`src/design/bpu_pkg.sv`:
```
// Shared types, register indexes and constants for the BMP pixel unpacker.
package bpu_pkg;

    localparam int CFG_IDX_W = 3;
    localparam int CFG_DATA_W = 32;
    localparam int BPP_W = 3;
    localparam int SIZE_W = 13;
    localparam int WORD_W = 32;
    localparam int SHIFT_W = 5;
    localparam int CHAN_W = 8;

    // Configuration register indexes, in port order.
    typedef enum logic [CFG_IDX_W-1:0] {
        REG_BPP        = 3'd0,
        REG_WIDTH      = 3'd1,
        REG_HEIGHT     = 3'd2,
        REG_RED_MASK   = 3'd3,
        REG_GREEN_MASK = 3'd4,
        REG_BLUE_MASK  = 3'd5,
        REG_ALPHA_MASK = 3'd6
    } cfg_reg_t;

    localparam logic [BPP_W-1:0] BPP_MIN = 3'd2;
    localparam logic [BPP_W-1:0] BPP_MAX = 3'd4;
    localparam logic [BPP_W-1:0] BPP_16 = 3'd2;

    localparam logic [WORD_W-1:0] DEF16_RED = 32'h0000_7C00;
    localparam logic [WORD_W-1:0] DEF16_GREEN = 32'h0000_03E0;
    localparam logic [WORD_W-1:0] DEF16_BLUE = 32'h0000_001F;
    localparam logic [WORD_W-1:0] DEF24_RED = 32'h00FF_0000;
    localparam logic [WORD_W-1:0] DEF24_GREEN = 32'h0000_FF00;
    localparam logic [WORD_W-1:0] DEF24_BLUE = 32'h0000_00FF;

    // Raw geometry registers, clamped where they are used.
    typedef struct packed {
        logic [BPP_W-1:0]  bpp;
        logic [SIZE_W-1:0] width;
        logic [SIZE_W-1:0] height;
    } geom_t;

    // One channel: effective mask and its trailing-zero count.
    typedef struct packed {
        logic [WORD_W-1:0]  mask;
        logic [SHIFT_W-1:0] shift;
    } chan_sel_t;

    typedef struct packed {
        chan_sel_t red;
        chan_sel_t green;
        chan_sel_t blue;
        chan_sel_t alpha;
    } extract_t;

    // One assembled pixel on its way to channel extraction.
    typedef struct packed {
        logic [WORD_W-1:0] word;
        logic              row_end;
        logic              image_end;
    } pixel_t;

    function automatic logic [BPP_W-1:0] bpp_clamp(input logic [BPP_W-1:0] raw);
        logic [BPP_W-1:0] res;
        if (raw < BPP_MIN)
        begin
            res = BPP_MIN;
        end
        else if (raw > BPP_MAX)
        begin
            res = BPP_MAX;
        end
        else
        begin
            res = raw;
        end
        return res;
    endfunction

endpackage

```
`src/design/bpu_cfg_regs.sv`:
```
// Configuration registers and the registered effective channel masks and shifts.
module bpu_cfg_regs (
    input  logic                             clk,
    input  logic                             rst_n,
    input  logic                             cfg_write,
    input  logic [bpu_pkg::CFG_IDX_W-1:0]    cfg_index,
    input  logic [bpu_pkg::CFG_DATA_W-1:0]   cfg_data,
    output bpu_pkg::geom_t                   geom,
    output bpu_pkg::extract_t                ext
);
    import bpu_pkg::*;

    logic [BPP_W-1:0]  bpp_reg;
    logic [SIZE_W-1:0] width_reg;
    logic [SIZE_W-1:0] height_reg;
    logic [WORD_W-1:0] red_mask_reg;
    logic [WORD_W-1:0] green_mask_reg;
    logic [WORD_W-1:0] blue_mask_reg;
    logic [WORD_W-1:0] alpha_mask_reg;
    extract_t          ext_reg;
    extract_t          ext_next;

    // Lowest set bit position; a zero mask yields the top position, and it
    // then selects nothing anyway.
    function automatic logic [SHIFT_W-1:0] trailing_zeros(input logic [WORD_W-1:0] m);
        logic [SHIFT_W-1:0] tz;
        tz = SHIFT_W'(WORD_W - 1);
        for (int i = WORD_W - 1; i >= 0; i--)
        begin
            if (m[i])
            begin
                tz = SHIFT_W'(i);
            end
        end
        return tz;
    endfunction

    always_ff @(posedge clk or negedge rst_n)
    begin
        if (!rst_n)
        begin
            bpp_reg        <= 3'd3;
            width_reg      <= 13'd1;
            height_reg     <= 13'd1;
            red_mask_reg   <= '0;
            green_mask_reg <= '0;
            blue_mask_reg  <= '0;
            alpha_mask_reg <= '0;
        end
        else if (cfg_write)
        begin
            case (cfg_reg_t'(cfg_index))
                REG_BPP:        bpp_reg        <= cfg_data[BPP_W-1:0];
                REG_WIDTH:      width_reg      <= cfg_data[SIZE_W-1:0];
                REG_HEIGHT:     height_reg     <= cfg_data[SIZE_W-1:0];
                REG_RED_MASK:   red_mask_reg   <= cfg_data;
                REG_GREEN_MASK: green_mask_reg <= cfg_data;
                REG_BLUE_MASK:  blue_mask_reg  <= cfg_data;
                REG_ALPHA_MASK: alpha_mask_reg <= cfg_data;
                default:        ;
            endcase
        end
    end

    // A missing RGB mask falls back to the default set for the depth.
    always_comb
    begin
        logic use_default;
        use_default = (red_mask_reg == '0) || (green_mask_reg == '0) || (blue_mask_reg == '0);
        ext_next.red.mask   = red_mask_reg;
        ext_next.green.mask = green_mask_reg;
        ext_next.blue.mask  = blue_mask_reg;
        ext_next.alpha.mask = alpha_mask_reg;
        if (use_default)
        begin
            if (bpp_clamp(bpp_reg) == BPP_16)
            begin
                ext_next.red.mask   = DEF16_RED;
                ext_next.green.mask = DEF16_GREEN;
                ext_next.blue.mask  = DEF16_BLUE;
            end
            else
            begin
                ext_next.red.mask   = DEF24_RED;
                ext_next.green.mask = DEF24_GREEN;
                ext_next.blue.mask  = DEF24_BLUE;
            end
        end
        ext_next.red.shift   = trailing_zeros(ext_next.red.mask);
        ext_next.green.shift = trailing_zeros(ext_next.green.mask);
        ext_next.blue.shift  = trailing_zeros(ext_next.blue.mask);
        ext_next.alpha.shift = trailing_zeros(ext_next.alpha.mask);
    end

    always_ff @(posedge clk or negedge rst_n)
    begin
        if (!rst_n)
        begin
            ext_reg.red.mask    <= DEF24_RED;
            ext_reg.red.shift   <= 5'd16;
            ext_reg.green.mask  <= DEF24_GREEN;
            ext_reg.green.shift <= 5'd8;
            ext_reg.blue.mask   <= DEF24_BLUE;
            ext_reg.blue.shift  <= 5'd0;
            ext_reg.alpha.mask  <= '0;
            ext_reg.alpha.shift <= SHIFT_W'(WORD_W - 1);
        end
        else
        begin
            ext_reg <= ext_next;
        end
    end

    assign geom.bpp    = bpp_reg;
    assign geom.width  = width_reg;
    assign geom.height = height_reg;
    assign ext         = ext_reg;

`ifndef SYNTHESIS
    a_red_shift_hits_lsb: assert property (@(posedge clk) disable iff (!rst_n)
        ext_reg.red.mask != '0 |-> ext_reg.red.mask[ext_reg.red.shift])
        else $error("red shift does not land on the mask's lowest set bit");

    a_alpha_shift_hits_lsb: assert property (@(posedge clk) disable iff (!rst_n)
        ext_reg.alpha.mask != '0 |-> ext_reg.alpha.mask[ext_reg.alpha.shift])
        else $error("alpha shift does not land on the mask's lowest set bit");
`endif

endmodule

```
`src/design/bpu_assembler.sv`:
```
// Byte assembly, row padding skip and row/image position tracking.
module bpu_assembler #(
    parameter int MAX_WIDTH = 4096,
    parameter int MAX_HEIGHT = 4096
) (
    input  logic                        clk,
    input  logic                        rst_n,
    input  logic                        in_valid,
    output logic                        in_ready,
    input  logic [7:0]                  data_byte,
    input  bpu_pkg::geom_t              geom,
    output logic                        pix_valid,
    input  logic                        pix_ready,
    output bpu_pkg::pixel_t             pix
);
    import bpu_pkg::*;

    localparam int COL_W = (MAX_WIDTH > 1) ? $clog2(MAX_WIDTH) : 1;
    localparam int COL_LIM_W = COL_W + 1;
    localparam int ROW_W = (MAX_HEIGHT > 1) ? $clog2(MAX_HEIGHT) : 1;
    localparam int ROW_LIM_W = ROW_W + 1;

    logic [WORD_W-1:0]    pixel_word_reg, pixel_word_next;
    logic [1:0]           byte_index_reg, byte_index_next;
    logic [COL_W-1:0]     col_reg, col_next;
    logic [ROW_W-1:0]     row_reg, row_next;
    logic [1:0]           pad_reg, pad_next;
    logic                 pix_valid_reg, pix_valid_next;
    pixel_t               pix_reg, pix_next;

    logic [BPP_W-1:0]     bpp_eff;
    logic [COL_LIM_W-1:0] width_eff;
    logic [ROW_LIM_W-1:0] height_eff;
    logic                 in_fire;
    logic [WORD_W-1:0]    word_new;
    logic [1:0]           index_inc;
    logic                 pixel_done;
    logic                 row_done;
    logic                 image_done;
    logic [1:0]           row_bytes_low;

    assign bpp_eff = bpp_clamp(geom.bpp);

    always_comb
    begin
        if (geom.width == '0)
        begin
            width_eff = COL_LIM_W'(1);
        end
        else if (32'(geom.width) > 32'(MAX_WIDTH))
        begin
            width_eff = COL_LIM_W'(MAX_WIDTH);
        end
        else
        begin
            width_eff = COL_LIM_W'(geom.width);
        end

        if (geom.height == '0)
        begin
            height_eff = ROW_LIM_W'(1);
        end
        else if (32'(geom.height) > 32'(MAX_HEIGHT))
        begin
            height_eff = ROW_LIM_W'(MAX_HEIGHT);
        end
        else
        begin
            height_eff = ROW_LIM_W'(geom.height);
        end
    end

    assign in_ready = !pix_valid_reg || pix_ready;
    assign in_fire  = in_valid && in_ready;

    assign word_new   = pixel_word_reg | (WORD_W'(data_byte) << {byte_index_reg, 3'b000});
    assign index_inc  = byte_index_reg + 2'd1;
    assign pixel_done = (index_inc == 2'd0) || ({1'b0, index_inc} >= bpp_eff);
    assign row_done   = ({1'b0, col_reg} + COL_LIM_W'(1)) >= width_eff;
    assign image_done = row_done && (({1'b0, row_reg} + ROW_LIM_W'(1)) >= height_eff);

    // Only the low two bits of width times depth decide the row padding.
    assign row_bytes_low = 2'(width_eff[1:0] * bpp_eff[1:0]);

    always_comb
    begin
        pixel_word_next = pixel_word_reg;
        byte_index_next = byte_index_reg;
        col_next        = col_reg;
        row_next        = row_reg;
        pad_next        = pad_reg;
        pix_valid_next  = pix_valid_reg && !pix_ready;
        pix_next        = pix_reg;

        if (in_fire)
        begin
            if (pad_reg != 2'd0)
            begin
                pad_next = pad_reg - 2'd1;
            end
            else if (!pixel_done)
            begin
                pixel_word_next = word_new;
                byte_index_next = index_inc;
            end
            else
            begin
                pixel_word_next    = '0;
                byte_index_next    = 2'd0;
                pix_valid_next     = 1'b1;
                pix_next.word      = word_new;
                pix_next.row_end   = row_done;
                pix_next.image_end = image_done;
                if (row_done)
                begin
                    col_next = '0;
                    pad_next = 2'(2'd0 - row_bytes_low);
                    if (image_done)
                    begin
                        row_next = '0;
                    end
                    else
                    begin
                        row_next = row_reg + ROW_W'(1);
                    end
                end
                else
                begin
                    col_next = col_reg + COL_W'(1);
                end
            end
        end
    end

    always_ff @(posedge clk or negedge rst_n)
    begin
        if (!rst_n)
        begin
            pixel_word_reg <= '0;
            byte_index_reg <= 2'd0;
            col_reg        <= '0;
            row_reg        <= '0;
            pad_reg        <= 2'd0;
            pix_valid_reg  <= 1'b0;
        end
        else
        begin
            pixel_word_reg <= pixel_word_next;
            byte_index_reg <= byte_index_next;
            col_reg        <= col_next;
            row_reg        <= row_next;
            pad_reg        <= pad_next;
            pix_valid_reg  <= pix_valid_next;
        end
    end

    always_ff @(posedge clk)
    begin
        pix_reg <= pix_next;
    end

    assign pix_valid = pix_valid_reg;
    assign pix       = pix_reg;

`ifndef SYNTHESIS
    a_pad_between_pixels: assert property (@(posedge clk) disable iff (!rst_n)
        pad_reg != 2'd0 |-> byte_index_reg == 2'd0 && pixel_word_reg == '0)
        else $error("padding skip overlaps a partly assembled pixel");

    a_col_in_range: assert property (@(posedge clk) disable iff (!rst_n)
        {1'b0, col_reg} < COL_LIM_W'(MAX_WIDTH))
        else $error("column position beyond the maximum width");

    a_pixel_held: assert property (@(posedge clk) disable iff (!rst_n)
        pix_valid_reg && !pix_ready |=> pix_valid_reg && $stable(pix_reg))
        else $error("assembled pixel lost while extraction stage was stalled");
`endif

endmodule

```
`src/design/bpu_extract.sv`:
```
// Channel extraction from an assembled pixel word into the output register.
module bpu_extract (
    input  logic                 clk,
    input  logic                 rst_n,
    input  logic                 pix_valid,
    output logic                 pix_ready,
    input  bpu_pkg::pixel_t      pix,
    input  bpu_pkg::extract_t    ext,
    output logic                 out_valid,
    input  logic                 out_ready,
    output logic [7:0]           red,
    output logic [7:0]           green,
    output logic [7:0]           blue,
    output logic [7:0]           alpha,
    output logic                 row_end,
    output logic                 image_end
);
    import bpu_pkg::*;

    logic              out_valid_reg;
    logic [CHAN_W-1:0] red_reg, green_reg, blue_reg, alpha_reg;
    logic              row_end_reg, image_end_reg;
    logic              load;

    function automatic logic [CHAN_W-1:0] channel(input logic [WORD_W-1:0] word,
                                                  input chan_sel_t sel);
        logic [WORD_W-1:0] shifted;
        shifted = (word & sel.mask) >> sel.shift;
        return shifted[CHAN_W-1:0];
    endfunction

    assign pix_ready = !out_valid_reg || out_ready;
    assign load      = pix_valid && pix_ready;

    always_ff @(posedge clk or negedge rst_n)
    begin
        if (!rst_n)
        begin
            out_valid_reg <= 1'b0;
        end
        else if (pix_ready)
        begin
            out_valid_reg <= pix_valid;
        end
    end

    always_ff @(posedge clk)
    begin
        if (load)
        begin
            red_reg       <= channel(pix.word, ext.red);
            green_reg     <= channel(pix.word, ext.green);
            blue_reg      <= channel(pix.word, ext.blue);
            alpha_reg     <= channel(pix.word, ext.alpha);
            row_end_reg   <= pix.row_end;
            image_end_reg <= pix.image_end;
        end
    end

    assign out_valid = out_valid_reg;
    assign red       = red_reg;
    assign green     = green_reg;
    assign blue      = blue_reg;
    assign alpha     = alpha_reg;
    assign row_end   = row_end_reg;
    assign image_end = image_end_reg;

endmodule

```
`src/design/bmp_pixel_unpacker.sv`:
```
// A pixel request passes the assembly pixel register and then the output register.
// Throughput: one byte per cycle unless stalled, padding too; at most one pixel per cycle out.
// The byte assembly register sets the rate: it takes a byte when free or being drained.
// Reset (rst_n, asynchronous, active low) clears position, padding and pipeline valids;
// registers return to 3 bytes per pixel, 1 x 1 image and all-zero masks.
// Geometry writes apply once registered; mask writes also pass the registered effective masks.
module bmp_pixel_unpacker #(
    parameter int MAX_WIDTH = 4096,
    parameter int MAX_HEIGHT = 4096
) (
    input  logic                             clk,
    input  logic                             rst_n,
    input  logic                             cfg_write,
    input  logic [bpu_pkg::CFG_IDX_W-1:0]    cfg_index,
    input  logic [bpu_pkg::CFG_DATA_W-1:0]   cfg_data,
    input  logic                             in_valid,
    output logic                             in_ready,
    input  logic [7:0]                       data_byte,
    output logic                             out_valid,
    input  logic                             out_ready,
    output logic [7:0]                       red,
    output logic [7:0]                       green,
    output logic [7:0]                       blue,
    output logic [7:0]                       alpha,
    output logic                             row_end,
    output logic                             image_end
);
    import bpu_pkg::*;

    // Raw geometry goes straight to the assembler, which clamps it. The
    // effective masks and their shifts are registered in the config block
    // so that the extraction stage sees only an AND and a barrel shift.
    geom_t    geom;
    extract_t ext;

    // Assembled pixel request between the two stages. Each stage holds its
    // request while the next one stalls, so a byte is accepted whenever the
    // assembly register is free or is being drained in the same cycle.
    logic     pix_valid;
    logic     pix_ready;
    pixel_t   pix;

    bpu_cfg_regs u_cfg (
        .clk       (clk),
        .rst_n     (rst_n),
        .cfg_write (cfg_write),
        .cfg_index (cfg_index),
        .cfg_data  (cfg_data),
        .geom      (geom),
        .ext       (ext)
    );

    // Packs bytes little-endian into the pixel word, skips the row padding
    // and tags each pixel with its row and image end flags.
    bpu_assembler #(
        .MAX_WIDTH  (MAX_WIDTH),
        .MAX_HEIGHT (MAX_HEIGHT)
    ) u_asm (
        .clk       (clk),
        .rst_n     (rst_n),
        .in_valid  (in_valid),
        .in_ready  (in_ready),
        .data_byte (data_byte),
        .geom      (geom),
        .pix_valid (pix_valid),
        .pix_ready (pix_ready),
        .pix       (pix)
    );

    // Masks and shifts the four channels into the output register.
    bpu_extract u_ext (
        .clk       (clk),
        .rst_n     (rst_n),
        .pix_valid (pix_valid),
        .pix_ready (pix_ready),
        .pix       (pix),
        .ext       (ext),
        .out_valid (out_valid),
        .out_ready (out_ready),
        .red       (red),
        .green     (green),
        .blue      (blue),
        .alpha     (alpha),
        .row_end   (row_end),
        .image_end (image_end)
    );

endmodule
```
`config.mk`:
```
export PLATFORM = sky130hd
export DESIGN_NAME = bmp_pixel_unpacker
export DESIGN_NICKNAME = d
export VERILOG_FILES = /design/src/design/bpu_pkg.sv /design/src/design/bpu_cfg_regs.sv /design/src/design/bpu_assembler.sv /design/src/design/bpu_extract.sv /design/src/design/bmp_pixel_unpacker.sv
export SDC_FILE = /design/constraint.sdc
export NUM_CORES = 1
export LEC_CHECK = 0
export BUFFER_PORTS_ARGS = -buffer_cell sky130_fd_sc_hd__buf_2
export CAP_MARGIN = 15
export CORE_MARGIN = 2
export CORE_UTILIZATION = 65
export CTS_BUF_LIST = sky130_fd_sc_hd__clkbuf_4 sky130_fd_sc_hd__clkbuf_8
export CTS_CLUSTER_DIAMETER = 50
export DETAILED_ROUTE_END_ITERATION = 6
export GPL_TIMING_DRIVEN = 0
export PLACE_DENSITY_LB_ADDON = 0.15
export SLEW_MARGIN = 5
export SYNTH_ARGS = -nofsm -noshare
export SYNTH_HDL_FRONTEND = slang
export SYNTH_SLANG_ARGS = --single-unit
```
`constraint.sdc`:
```
create_clock -name clk -period 4.7 [get_ports clk]
set_input_delay 0.705 -clock clk [delete_from_list [all_inputs] [get_ports clk]]
set_output_delay 0.705 -clock clk [all_outputs]
set_load 0.03 [all_outputs]
```
After elaboration in Yosys (flattened, before gate mapping). Cells that the tools add are included.

Add/subtract/negate cells: 7. Multipliers: 1. Magnitude comparators: 7. Eq/ne operators: 7. Shift operators: 5. Muxes and demuxes: 147. Bitwise operators: 6. Reductions and logical operators: 33.

Operators with widths (count): $mux 5 (64); $and 32x32->32 (4); $mux 32 (4); $mux 4 (32); $shr 32x5->8 (4); $logic_not 32->1 (3); $mux 3 (19); $mux 13 (4); $or 32x32->32 (1); $shl 8x5->32 (1); $add 12x1->13 const B (2); $ge 13x13->1 (2); $gt 13x13->1 const B (2); $logic_not 13->1 (2); $add 12x1->12 const B (2); $mux 12 (2); $mux 2 (12); $mux 24 (1); $mux 16 (1); $reduce_and 2->1 (8); $eq 3x2->1 const B (3); $eq 3x3->1 const B (3); $mux 8 (1); $mux 1 (7); 17 further kinds (29).

Bits in registers: 435. Bits of input ports: 48. Output and inout bits: 36. Logic and storage cells: 244.

Longest topological paths before layout. Gate-level depths: netlist (run 1).

Word-level depth: 38. Gate-level depth with buffers: 14. Mapped depth without buffers: 13.

Cells and area by module. From an unflattened synthesis (run 1), not the netlist that was laid out.

Cell total of the unflattened synthesis: 2291. Area, all modules: 24165.7 µm².

Modules (own cells, without submodules): bpu_cfg_regs (instances 1, cells each 887, area an instance 11720.0 µm², seq. area each 7676.1 µm²); bpu_extract (instances 1, cells each 930, area an instance 7529.7 µm², seq. area each 1046.0 µm²); bpu_assembler (instances 1, cells each 474, area an instance 4916.0 µm², seq. area each 2547.4 µm²).

Worst setup path after synthesis (run 1). OpenSTA, ideal clock, no wires.

Path kind: input-to-reg. Start: input port out_ready. End: register u_asm.pix_reg, in the netlist u_asm.pix[0] (enable). Library setup time: 412 ps. Arrival: 2806 ps. Required time: 4288 ps. Slack: 1482 ps. Cell stages on the path: 6. Buffers on the path: 1. Path through: nand3b_1 > nand2_1 > nor3_2 > nand2_1 > inv_2 > clkbuf_1.

Cells in the longest elaborated chain, start to end: 4.

RTL lines: from (decl) (line bmp_pixel_unpacker.sv:20) `input logic out_ready,`; $logic_or 1x1->1 (line bpu_extract.sv:32) `assign pix_ready = !out_valid_reg || out_ready;`; $logic_or 1x1->1 (line bpu_assembler.sv:73) `assign in_ready = !pix_valid_reg || pix_ready;`; $logic_and 1x1->1 (line bpu_assembler.sv:74) `assign in_fire = in_valid && in_ready;`; $reduce_and 3->1 (no source line); to (signal assigned) (line bpu_assembler.sv:159) `pix_reg <= pix_next;`; to (decl) (line bpu_assembler.sv:29) `pixel_t pix_reg, pix_next;`.

No other way between the ends. A chain may end at the register's enable or synchronous reset.

Worst setup path after layout (run 1).
Start: register u_asm.col_reg[0]. End: register u_asm.row_reg[1].

Cells in the longest elaborated chain, start to end: 4. Elaborated cells on any way between the ends: 5. Those cells by class: add/sub: 1; order compare: 1; mux: 1; reduce/logical: 2.

RTL lines: from (decl) (line bpu_assembler.sv:25) `logic [COL_W-1:0] col_reg, col_next;`; from (signal assigned) (line bpu_assembler.sv:150) `col_reg <= col_next;`; $add 12x1->13 (*) (line bpu_assembler.sv:79) `assign row_done = ({1'b0, col_reg} + COL_LIM_W'(1)) >= width_eff;`; $ge 13x13->1 (*) (line bpu_assembler.sv:79); $logic_and 1x1->1 (line bpu_assembler.sv:80) `assign image_done = row_done && (({1'b0, row_reg} + ROW_LIM_W'(1)) >= height_eff);`; $mux 12 (line bpu_assembler.sv:118) `if (image_done)`; to (signal assigned) (line bpu_assembler.sv:151) `row_reg <= row_next;`; to (decl) (line bpu_assembler.sv:26) `logic [ROW_W-1:0] row_reg, row_next;`.

Mark *: on every way between the ends. The rest lies on a longest branch, timed or not.

==> results of run 1 <==
[worst paths after layout]
| check | startpoint | endpoint | slack, ns | cells after the start |
|---|---|---|---|---|
| min in group clk | out_ready | u_ext.out_valid | 0.37 | 3 |
| max reg2reg | u_asm.col_reg[0] | u_asm.row_reg[1] | 0.99 | 12 |
| min | rst_n | u_asm.col_reg[8] | 0.04 | 1 |
| min reg2reg | u_cfg.alpha_mask_reg[31] | u_cfg.ext[36] | 0.41 | 0 |
| max | u_asm.col_reg[0] | u_asm.row_reg[1] | 0.99 | 12 |
| max in group asynchronous | rst_n | u_cfg.ext[4] | 3.71 | 2 |
[through the flow]
stage               setup WS [ns]  std cells
floorplan                    1.48       2151
detailed placement           1.06       2677
finish                      0.985       2808
global placement            -3.63       2673
CTS                          1.04       2808
global route                0.754       2808
[cells in the final DEF, fill, tap and decap left out, types with 28 or more instances in the layout]
cell type,count
nor2_1,138
mux2_2,162
a21oi_1,106
clkbuf_8,88
dfrtp_1,332
edfxtp_1,68
a21o_1,44
buf_2,92
mux4_2,28
mux2i_1,66
inv_1,43
clkbuf_1,110
o211ai_1,32
o21ai_0,187
nor4_1,40
dfstp_2,35
ha_1,31
nand3_1,115
nand2_1,264
and2_1,59
[layout make-up]
cell class              count  area [um^2]
flip-flops and latches    435        11300
multi-input cells        1523        10100
fillers                  2292         8790
clock buffers             111         1380
plain buffers             146          584
well taps                 448          561
repair buffers             78          483
inverters                  47          176
clock inverters            20          175
[power by group]
group | internal (mW) | switching (mW)
registers | 4.94 | 0.888
clock network | 2.00 | 1.54
logic | 1.69 | 2.81
total | 8.63 | 5.23
[routing by layer]
metal | up-vias | global-route usage | share of wire
li1 | 8018 | - | -
met1 | 8762 | 0.576 | 0.43
met2 | 1095 | 0.564 | 0.44
met3 | 173 | 0.0663 | 0.095
met4 | 0 | 0.162 | 0.043
met5 | - | 0 | 0
[cell families after synthesis]
group / after synthesis / share of synthesized area
simple gates: 730 / 0.155
compound gates: 483 / 0.134
flops: 435 / 0.509
mux: 259 / 0.142
buf+inv: 193 / 0.0343
fa+ha+maj: 31 / 0.0175
xor+xnor: 20 / 0.00791
==> reports/metrics.cfg, run 1 <==
[critical_path]
timing.critical_path.required_ns = 5.18
timing.critical_path.fanout_max = 10
crit_slowest_cell = dfrtp_1
critical_path_arrival_ns = 4.20
worst_path_largest_cell_delay_ns = 0.44
critical_path.top_delay_family = simple AND/OR/NAND/NOR gates
worst-setup-path-type = reg2reg
timing.critical_path.from_type = register
critical_path.most_common_cell = ha_1
timing.critical_path.cells = ha_1, nand3_1, nor2_1, and3_1, xor2_1, ha_1, and4_1, a41o_1, a221o_1, nand2_1, clkbuf_1, o21ai_0
critical_path_buf_inv_count = 1
timing.critical_path.to_type = register

[yosys]
async_flop_share = 0.844
postSynthCellCount = 2151
synth.net_count = 2230
syn-cell-area_mm2 = 0.0221
synth_enable_flop_cells = 68
syn_avg_cell_area_um2 = 10.3
most_frequently_used_cell_type_in_the_post_synthesis_netlist = dfrtp_1
netlist_top_cells_count = dfrtp_1, nand2_1, o21ai_0, mux2_2, nor2_1
yosys.area.top_type_share = 0.375
yosysWarnings = 0
yosys-top-cells-area = dfrtp_1, edfxtp_1, mux2_2
synth_flop_cell = dfrtp_1
distinct_cells_synth = 70
yosys_register_bits = 435
synth.largest_area_cell = dfrtp_1
ys_seq_area_frac = 0.509

[route]
total_iterations_of_the_first_detailed_routing_run = 6
route.detailed.drc = 0
drt_wl_total_mm = 67.2
ant_nets = 0
detail_route.vias_per_cell = 6.43
detail_route.iter0.violations = 1937
vias = 18000
routedWlPerCell_um = 23.9

[timing]
final-hold-violation-count = 0
final.min_clock_period_ns = 3.71
fin_worst_hold_slack_ns = 0.0434
setup_violations = 0
clock.fmax_ghz = 0.269
post_route_clock_period_utilization = 0.790
max_slew_margin = 0.311
timing.setup.tns_ns = 0
timing_worst_slew_pin_value_ns = 1.03
rsz0062_at_grt = false
skew_ns = 0.0412
report.final.slew_viol_count = 0

[placement]
post_dp_cell_area_mm2 = 0.0232
detailed_place_hpwl_mm = 50.7
globalplace.congestion = 0.984
io_buffer_count = 74

[power]
total_leakage_power_nw = 10.5
pwr_density_cell_mw_per_mm2 = 560
overall_power_mw = 13.9
ir_drop_mv = 0.426

[floorplan]
io-pin-count = 84
core_mm2 = 0.0335
initial_utilization = 0.660
die_area_mm2 = 0.0355
die_height_um = 189
chipWidth_um = 189
number_of_rows_in_the_core_area = 67

[cts]
clock_tree.root_cell = clkbuf_8
clk_path_buf_depth = 3
cts.hold.buffers_added = 0
cts.sink_count = 435
path_clk_slew_ns = 0.07
htree_num_levels = 3
cts_tree = built
cts_inserted_buffers = 71
post-cts-setup-buffer-count = 0
clkLatencyLatePin_ns = 0.65
post_cts_resize_count = 0

[global_routing]
grt_pass1_wl_mm = 103
grt_antenna_before_repair = 0
grt_usage = 0.386
grt_pass1_vias = 17400
grt_max_degree = 108
globalRouteOverflowTotal = 0

[layout]
n_antenna_cell = 0
largest_register_ffs = 148
finish.utilization = 0.738
post-route-cell-area_mm2 = 0.0247
share_of_layout_cells_above_drive_strength_1 = 0.205
finish.net_count = 2381
syn2layout_area_growth_pct = 11.8

[worst_hold_path]
worstHoldPathType = in2async

[job]
drv.max_cap_violation_count = 0

[status]
status = completed

Note: power is estimated with default switching activity, not from simulation.
==> run 2: changes to the inputs <==
==> constraint.sdc (replaced) <==
create_clock -name clk -period 3.77 [get_ports clk]
set_input_delay 0.5655 -clock clk [delete_from_list [all_inputs] [get_ports clk]]
set_output_delay 0.5655 -clock clk [all_outputs]
set_load 0.03 [all_outputs]
==> run 2 against run 1 <==
Against the previous run:
- non-clock buffer count grew 1
- power grew 25%
- hold slack gained 0.18 ns
- clock-buffer cell count is the same
- sequential power grew 25%
- final cell count is essentially flat
- wire length is essentially flat
- setup slack lost 0.81 ns
- register-to-register slack lost 0.81 ns
- critical path type unchanged
==> reports/metrics.cfg, run 2 (synthesis results as in run 1) <==
[worst_hold_path]
hold_path_origin = out_ready
hold_end = u_ext.out_valid
worstHoldPathCells = 3
worstHoldPathType = in2reg

[layout]
share_of_layout_cells_above_drive_strength_1 = 0.205  ; +0.000760
multi_input_area_mm2 = 0.0101  ; about the same
register_area_mm2 = 0.0113  ; unchanged
largest_register_ffs = 148  ; unchanged
syn2layout_area_growth_pct = 11.8  ; about the same
most-common-layout-cells = dfrtp_1, nand2_1, o21ai_0
finish.net_count = 2382  ; +0.042%
n_antenna_cell = 0  ; unchanged
post-route-cell-area_mm2 = 0.0248  ; about the same
final_common_cell = dfrtp_1
fill_cells = 2294  ; +0.087%

[route]
ant_nets = 0  ; unchanged
total_iterations_of_the_first_detailed_routing_run = 5  ; -1
route.detailed.drc = 0  ; unchanged
detail_route.vias_per_cell = 6.45  ; +0.32%
routedWlPerCell_um = 23.9  ; about the same
drt_wl_total_mm = 67.2  ; about the same
vias = 18100  ; +0.36%
detail_route.iter0.violations = 1871  ; -3.4%

[placement]
globalplace.congestion = 0.984  ; unchanged
io_buffer_count = 74  ; unchanged
detailed_place_hpwl_mm = 50.7  ; unchanged
post_dp_cell_area_mm2 = 0.0232  ; unchanged

[timing]
timing_worst_slew_pin_value_ns = 1.06  ; +0.0265 ns
final-hold-violation-count = 0  ; unchanged
rsz0062_at_grt = false
final.min_clock_period_ns = 3.59  ; -0.125 ns
fin_worst_hold_slack_ns = 0.227  ; +0.184 ns
clock.fmax_ghz = 0.279  ; +3.5%
post_route_clock_period_utilization = 0.952  ; +0.162
skew_ns = 0.0381  ; -0.00317 ns
setup_violations = 0  ; unchanged
report.final.slew_viol_count = 0  ; unchanged
timing.setup.tns_ns = 0  ; unchanged
max_slew_margin = 0.293  ; -0.0177

[critical_path]
critical_path_arrival_ns = 4.15  ; -0.05 ns
r2r_start = u_asm.col_reg[0]
critical_path.most_common_cell = ha_1
regToRegEndpoint = u_asm.row_reg[4]
startpoint = u_asm.col_reg[0]
crit_slowest_cell = dfrtp_1
worst_path_largest_cell_delay_ns = 0.44  ; about the same
timing.critical_path.fanout_max = 10  ; unchanged
setup.reg_to_reg.worst_slack_ns = 0.18  ; -0.81 ns
worst-setup-path-type = reg2reg
timing.critical_path.required_ns = 4.33  ; -0.85 ns
timing.critical_path.cells = ha_1, nand3_1, nor2_2, and3_1, xor2_1, ha_1, and4_1, a41o_1, a221o_1, nand2_1, buf_2, o21bai_1, a22o_1
timing.critical_path.to_type = register
timing.reg2reg.worst_path_depth = 13  ; +1
timing.critical_path.from_type = register

[cts]
cts_tree = built
cts.sink_count = 435  ; unchanged
path_clk_slew_ns = 0.06  ; about the same
clk_path_buf_depth = 3  ; unchanged
clkLatencyLatePin_ns = 0.64  ; about the same
htree_num_levels = 3  ; unchanged
cts_inserted_buffers = 71  ; unchanged
clock_tree.root_cell = clkbuf_8

[floorplan]
io-pin-count = 84  ; unchanged
initial_utilization = 0.660  ; unchanged
chipWidth_um = 189  ; unchanged
die_height_um = 189  ; unchanged
die_area_mm2 = 0.0355  ; unchanged
number_of_rows_in_the_core_area = 67  ; unchanged
core_mm2 = 0.0335  ; unchanged

[job]
drv.max_cap_violation_count = 0  ; unchanged

[power]
ir_drop_mv = 0.531  ; +24%
total_leakage_power_nw = 10.5  ; about the same
pwr_density_cell_mw_per_mm2 = 698  ; +25%

[global_routing]
grt_max_degree = 108  ; unchanged
grt_pass1_wl_mm = 103  ; about the same
grt_usage = 0.386  ; unchanged
globalRouteOverflowTotal = 0  ; unchanged
grt_pass1_vias = 17400  ; +0.052%
grt_antenna_before_repair = 0  ; unchanged

[status]
status = completed

==> run 2: cell type report <==
| cell class | count | share of cell area |
|---|---|---|
| flip-flops and latches | 435 | 0.455 |
| multi-input cells | 1523 | 0.408 |
| clock buffers | 111 | 0.0559 |
| plain buffers | 146 | 0.0237 |
| well taps | 448 | 0.0226 |
| repair buffers | 79 | 0.0199 |
| inverters | 47 | 0.00713 |
| clock inverters | 20 | 0.00708 |
==> run 2: power by group <==
| part | total (mW) | switching [mW] | internal, mW | leakage [nW] |
|---|---|---|---|---|
| combinational | 5.60 | 3.50 | 2.11 | 4.57 |
| sequential | 7.26 | 1.11 | 6.16 | 5.10 |
| clock | 4.42 | 1.92 | 2.50 | 0.828 |
==> run 2: worst max-delay path by stage <==
stage	end	slack [ns]	cells past startpoint
after detailed placement	u_asm.row_reg[6]	0.13	12
after CTS	u_asm.row_reg[1]	0.11	12
after global placement	u_cfg.ext[106]	-4.42	1
final	u_asm.row_reg[4]	0.18	13
after global routing	u_asm.row_reg[4]	0.008	13
after floorplan	u_asm.pix[0]	0.69	6
==> run 2: routing by layer <==
| metal | GRT usage | wire [um] | up-vias |
|---|---|---|---|
| met5 | 0 | 0 | - |
| met4 | 0.162 | 2790 | 0 |
| met3 | 0.0663 | 6320 | 163 |
| met2 | 0.564 | 29500 | 1109 |
| met1 | 0.575 | 28600 | 8810 |
| li1 | - | - | 8031 |
==> run 2: critical path: cells and delay by family, from the launching register on <==
| family | cells | cell delay, ns |
|---|---|---|
| flops | 1 | 0.44 |
| buf+inv | 1 | 0.28 |
| simple gates | 5 | 1.06 |
| xor+xnor | 1 | 0.24 |
| compound gates | 4 | 0.93 |
| fa+ha+maj | 2 | 0.57 |
==> run 2: timing repair <==
item                                    CTS  global route
setup buffers                             0             0
hold buffers                              1             0
endpoints found under the setup margin    0            10
hold endpoints to repair                 66             0
resized for setup                         0             3
==> run 2: through the flow <==
stage / power [mW] / util / std cells / setup WS (ns)
after floorplan: 10.7 / - / 2151 / 0.691
after global placement: 12.4 / 0.688 / 2673 / -4.42
after detailed placement: 12.7 / 0.691 / 2677 / 0.130
after CTS: 17.1 / 0.738 / 2809 / 0.105
after global routing: 18.1 / 0.738 / 2809 / 0.00773
final: 17.3 / 0.738 / 2809 / 0.180
